--- src/hw/rtl/mhg_ram.sv ---
// Generic single write port, single read port RAM with a registered read.
module mhg_ram #(
  parameter int unsigned WIDTH = 8,
  parameter int unsigned DEPTH = 16
) (
  input  logic                     clk_i,
  input  logic                     we_i,
  input  logic [$clog2(DEPTH)-1:0] waddr_i,
  input  logic [WIDTH-1:0]         wdata_i,
  input  logic [$clog2(DEPTH)-1:0] raddr_i,
  output logic [WIDTH-1:0]         rdata_o
);

  logic [WIDTH-1:0] mem_q [DEPTH];
  logic [WIDTH-1:0] rdata_q;

  // Write and registered read.
  always_ff @(posedge clk_i) begin
    if (we_i) begin
      mem_q[waddr_i] <= wdata_i;
    end
    rdata_q <= mem_q[raddr_i];
  end

  assign rdata_o = rdata_q;

endmodule

--- config.mk ---
export PLATFORM = sky130hd
export DESIGN_NAME = mhg_ram
export DESIGN_NICKNAME = d
export VERILOG_FILES = /design/src/hw/rtl/mhg_ram.sv
export SDC_FILE = /design/constraint.sdc
export NUM_CORES = 1
export LEC_CHECK = 0
export BUFFER_PORTS_ARGS = -buffer_cell sky130_fd_sc_hd__buf_2
export CORE_MARGIN = 2
export CORE_UTILIZATION = 48
export CTS_CLUSTER_DIAMETER = 100
export CTS_CLUSTER_SIZE = 8
export DETAILED_ROUTE_END_ITERATION = 16
export PLACE_DENSITY = 0.66
export SETUP_SLACK_MARGIN = 0.3
export SLEW_MARGIN = 20
export SYNTH_ARGS = -nofsm -noshare
export SYNTH_HDL_FRONTEND = slang
export SYNTH_SLANG_ARGS = --single-unit
--- constraint.sdc ---
create_clock -name clk_i -period 2.65 [get_ports clk_i]
set_input_delay 0.6625 -clock clk_i [delete_from_list [all_inputs] [get_ports clk_i]]
set_output_delay 0.6625 -clock clk_i [all_outputs]
set_load 0.01 [all_outputs]
; ---- Word level (Yosys, flattened, before mapping)
; Memories as Yosys holds them, arrays and structs flattened. A register that Yosys moved wholly into a read port is not among the register bits.
; Index checks and enable logic that the tools add are counted.
[word_totals]
ram_bits = 128
regBits = 0
rom_bits = 0
memories = 1
latch_bits = 0
[classes]
n_shift = 0
muxes = 2
div_mod_pow = 0
bitwise_logic = 0
n_lt_le_gt_ge = 0
n_reduce_logical = 0
n_eq_ne = 0
n_mul = 0
addsub = 0
[memory_table]
columns = name, words, word_bits, rd, rd_clocked_by_memory_dff, write_ports, line
row1 = mem_q, 16, 8, 1, 1, 1, 14  ; logic [WIDTH-1:0] mem_q [DEPTH];
[ops]
columns = op, count
row1 = $mux 1, 2

; ---- Logic depth before layout (Yosys ltp)
[depth]
word_depth = 2
depth_mapped = 5
mapped_depth_nobuf = 3

; ---- Worst setup path before layout
; Ideal clock, no wire load.
[synth_timing]
kind = input port to flip-flop
start = in waddr_i[2]
end = mem mem_q[0][0] (enable)
cell_stages = 2
arrival_ns = 1.772
setup_time_ns = 0.383
path_buffers = 0
setup_slack_ns = 0.495
path_cell_list = or3b_2 nor3_1
[synth_lines]
columns = item, line
row1 = "start, declared", 8  ; input logic [$clog2(DEPTH)-1:0] waddr_i,
row2 = "end, declared", 14
; Straight into the memory's write port.

; ---- Worst setup path in the final report
[layout_timing]
start = reg rdata_q[6] (netlist: rdata_o[6]), read port of mem_q
end = out rdata_o[6]
[layout_lines]
columns = item, line
row1 = "start, declared", 15  ; logic [WIDTH-1:0] rdata_q;
row2 = "end, declared", 11  ; output logic [WIDTH-1:0] rdata_o
; No word-level cell between the ends.

==> impl_metrics.toml <==
[clocking]
cts_setup_buffers = 0
clockBufferDepth = 2
cts_sinks = 136
cts_tree = "built"
cts_resized = 0
clk_pin_slew_ns = 0.06
hold_buffers = 0
clock_latency_ns = 0.51
htreeDepth = 4
clock_tree.root_cell = "clkbuf_8"
cts_buffers = 17

[cells_and_area]
nFillCells = 771
syn2layout_area_growth_pct = 18.4
layout-drive-gt1-share = 0.303
fin_nets = 305
diodes = 0
final_cells = 436
final_area_um2 = 6090

[grt]
grt.total_usage = 0.188
grt_pass1_vias = 2520
grt_antenna_before_repair = 0
grt_overflow = 0
grt_pass1_wl_mm = 14.7
grt_max_degree = 33

[place]
dp_cells = 404
gp_congestion = 0.727
dp.final_hpwl_mm = 6.14
io_buffers = 25
postPlaceCellArea_um2 = 5560

[synth]
yosysSeqAreaShare = 0.778
synthTopCellsByArea = "edfxtp_1 (75%), mux4_2 (7.9%), mux4_1 (7.1%)"
avgSynthCellArea_um2 = 22.5
synthCells = 229
netlist-cell-type-count = 19
synth-seq-cells = 136
synth_warnings = 0
yosys.area.top_type_share = 0.747
synth_area_um2 = 5150
synth_top_area_cell = "edfxtp_1"
synthesis.nets = 247

[timing]
holdWs_ns = 0.531
fin_crit_sh = 0.629
worst_slew_pin_slew_ns = 0.462
setup_violations = 0
fin_skew_ns = 0.00464
hold_viol = 0
finalMaxSlewViolations = 0
timing.fmax_ghz = 0.600
final.setup.tns_ns = 0
period_minus_slack_ns = 1.67
relSlewSlack = 0.691
rsz0062_at_grt = "false"

[power]
p_leak_nw = 2.09
p_comb_frac = 0.048
clkPwrFrac = 0.442
intPower_mw = 3.81
power_mw = 4.74
power_density_nw_per_um2 = 778
power.net_switching_mw = 0.929
switching_share = 0.196
peakVddDrop_uv = 315
seq_power_share = 0.510

[setup_path]
cp_num_buf_inv = 1
worstPathArrival_ns = 1.00
slowest_delay_ns = 0.35
startpoint_type = "register"
critPathCaptureType = "output port"
path_class = "reg -> out"
critPathMaxFanout = 1
worstPathCellList = "buf_2"
slowest_stage = "dfxtp_1"
cpLargestDelayFamily = "flip-flops"
r2r_setup_slack_ns = 1.29
critPathRequiredTime_ns = 1.99

[worst_hold_path]
hold_class = "in -> reg"

[route]
viasPerCell = 5.54
drc = 0
m1WireLength_mm = 4.09
top_layer_used = "met4"
routedWlPerCell_um = 21.8
drtPass1Iterations = 4
wl_met2_mm = 4.75
vias = 2416
drt-total-wl_mm = 9.49
ant_nets = 0
wl_met3_um = 557
drt_iter0_drc = 123

[floorplanning]
core-area_um2 = 10400
dieArea_um2 = 11600
placementRows = 37
dieHeight_um = 108
ios = 26
die_x_um = 108
initial_core_util = 0.496

[run_status]
status = "finished clean"

[run]
cap_viol_max_count = 0
-- power by group through the flow --
stage / Sequential (mW) / Clock [mW] / Combinational (mW)
after floorplan: 2.47 / 0 / 0.122
after global placement: 2.46 / 0 / 0.224
after detailed placement: 2.46 / 0 / 0.229
after CTS: 2.42 / 2.13 / 0.230
after global routing: 2.42 / 2.23 / 0.247
final: 2.42 / 2.10 / 0.226
-- worst register-to-register path: cells and delay by family (launching register included) --
kind,cells,cell delay (ns)
multiplexers,1,0.53
AND/OR/NAND/NOR,1,0.10
flip-flops,1,0.37
AO/OA/AOI/OAI,1,0.25
-- cell type report --
type                    instances  area (um^2)  share of cell area
well taps                     136          170              0.0279
multi-input cells              83         1060               0.173
repair buffers                 49          330              0.0542
flip-flops and latches        136         4000               0.657
clock buffers                  19          422              0.0692
clock inverters                13          111              0.0183
-- logic make-up after synthesis --
| kind of cell | share of synthesized area |
|---|---|
| AO/OA/AOI/OAI | 0.0233 |
| buffers and inverters | 0.0168 |
| flip-flops | 0.778 |
| multiplexers | 0.150 |
| AND/OR/NAND/NOR | 0.0318 |
-- routing by layer --
layer | up-vias | global-route usage
li1 | 1091 | -
met1 | 1237 | 0.250
met2 | 78 | 0.295
met3 | 10 | 0.0533
met4 | 0 | 0.0742
met5 | - | 0
-- path summary, 6_finish.rpt --
check                             startpoint  cells after the start            to
worst max-delay path              rdata_o[6]                      1    rdata_o[6]
worst min-delay path              wdata_i[3]                      1  mem_q[13][3]
worst max register to register   mem_q[1][5]                      3    rdata_o[5]
worst min register to register  mem_q[13][0]                      3    rdata_o[0]
-- stage by stage --
| step | utilization | setup slack, ns |
|---|---|---|
| floorplan | - | 0.495 |
| global placement | 0.536 | 0.522 |
| detailed placement | 0.536 | 0.532 |
| CTS | 0.588 | 0.948 |
| global route | 0.588 | 0.925 |
| finish | 0.588 | 0.984 |
-- Yosys cell counts --
cell,number
or3b_2,1
buf_6,3
mux4_2,18
dfxtp_1,8
nor2b_1,1
a22oi_1,16
nand3b_1,2
nand2b_1,2
edfxtp_1,128
buf_4,1
nor3_1,4
clkdlybuf4s25_2,3
and2_1,1
buf_2,3
mux4_1,14
nor2_1,13
and2b_1,1
nand3_1,1
nand2_1,9
-- state kept, by name (all words and copies together), names as in the netlist --
| register | count |
|---|---|
| mem_q | 128 |
| rdata_o | 8 |
-- layout by cell type, fill, tap and decap left out, drive strengths merged --
master	count
mux4	32
bufinv	2
nand2	9
edfxtp	128
and2	1
clkinvlp	2
clkbuf	19
nand2b	2
nor2	13
nand3b	2
and2b	1
or3b	1
buf	49
clkinv	9
dfxtp	8
nor3	4
a22oi	16
nor2b	1
nand3	1
No activity file was read; power rests on OpenSTA's default activity.
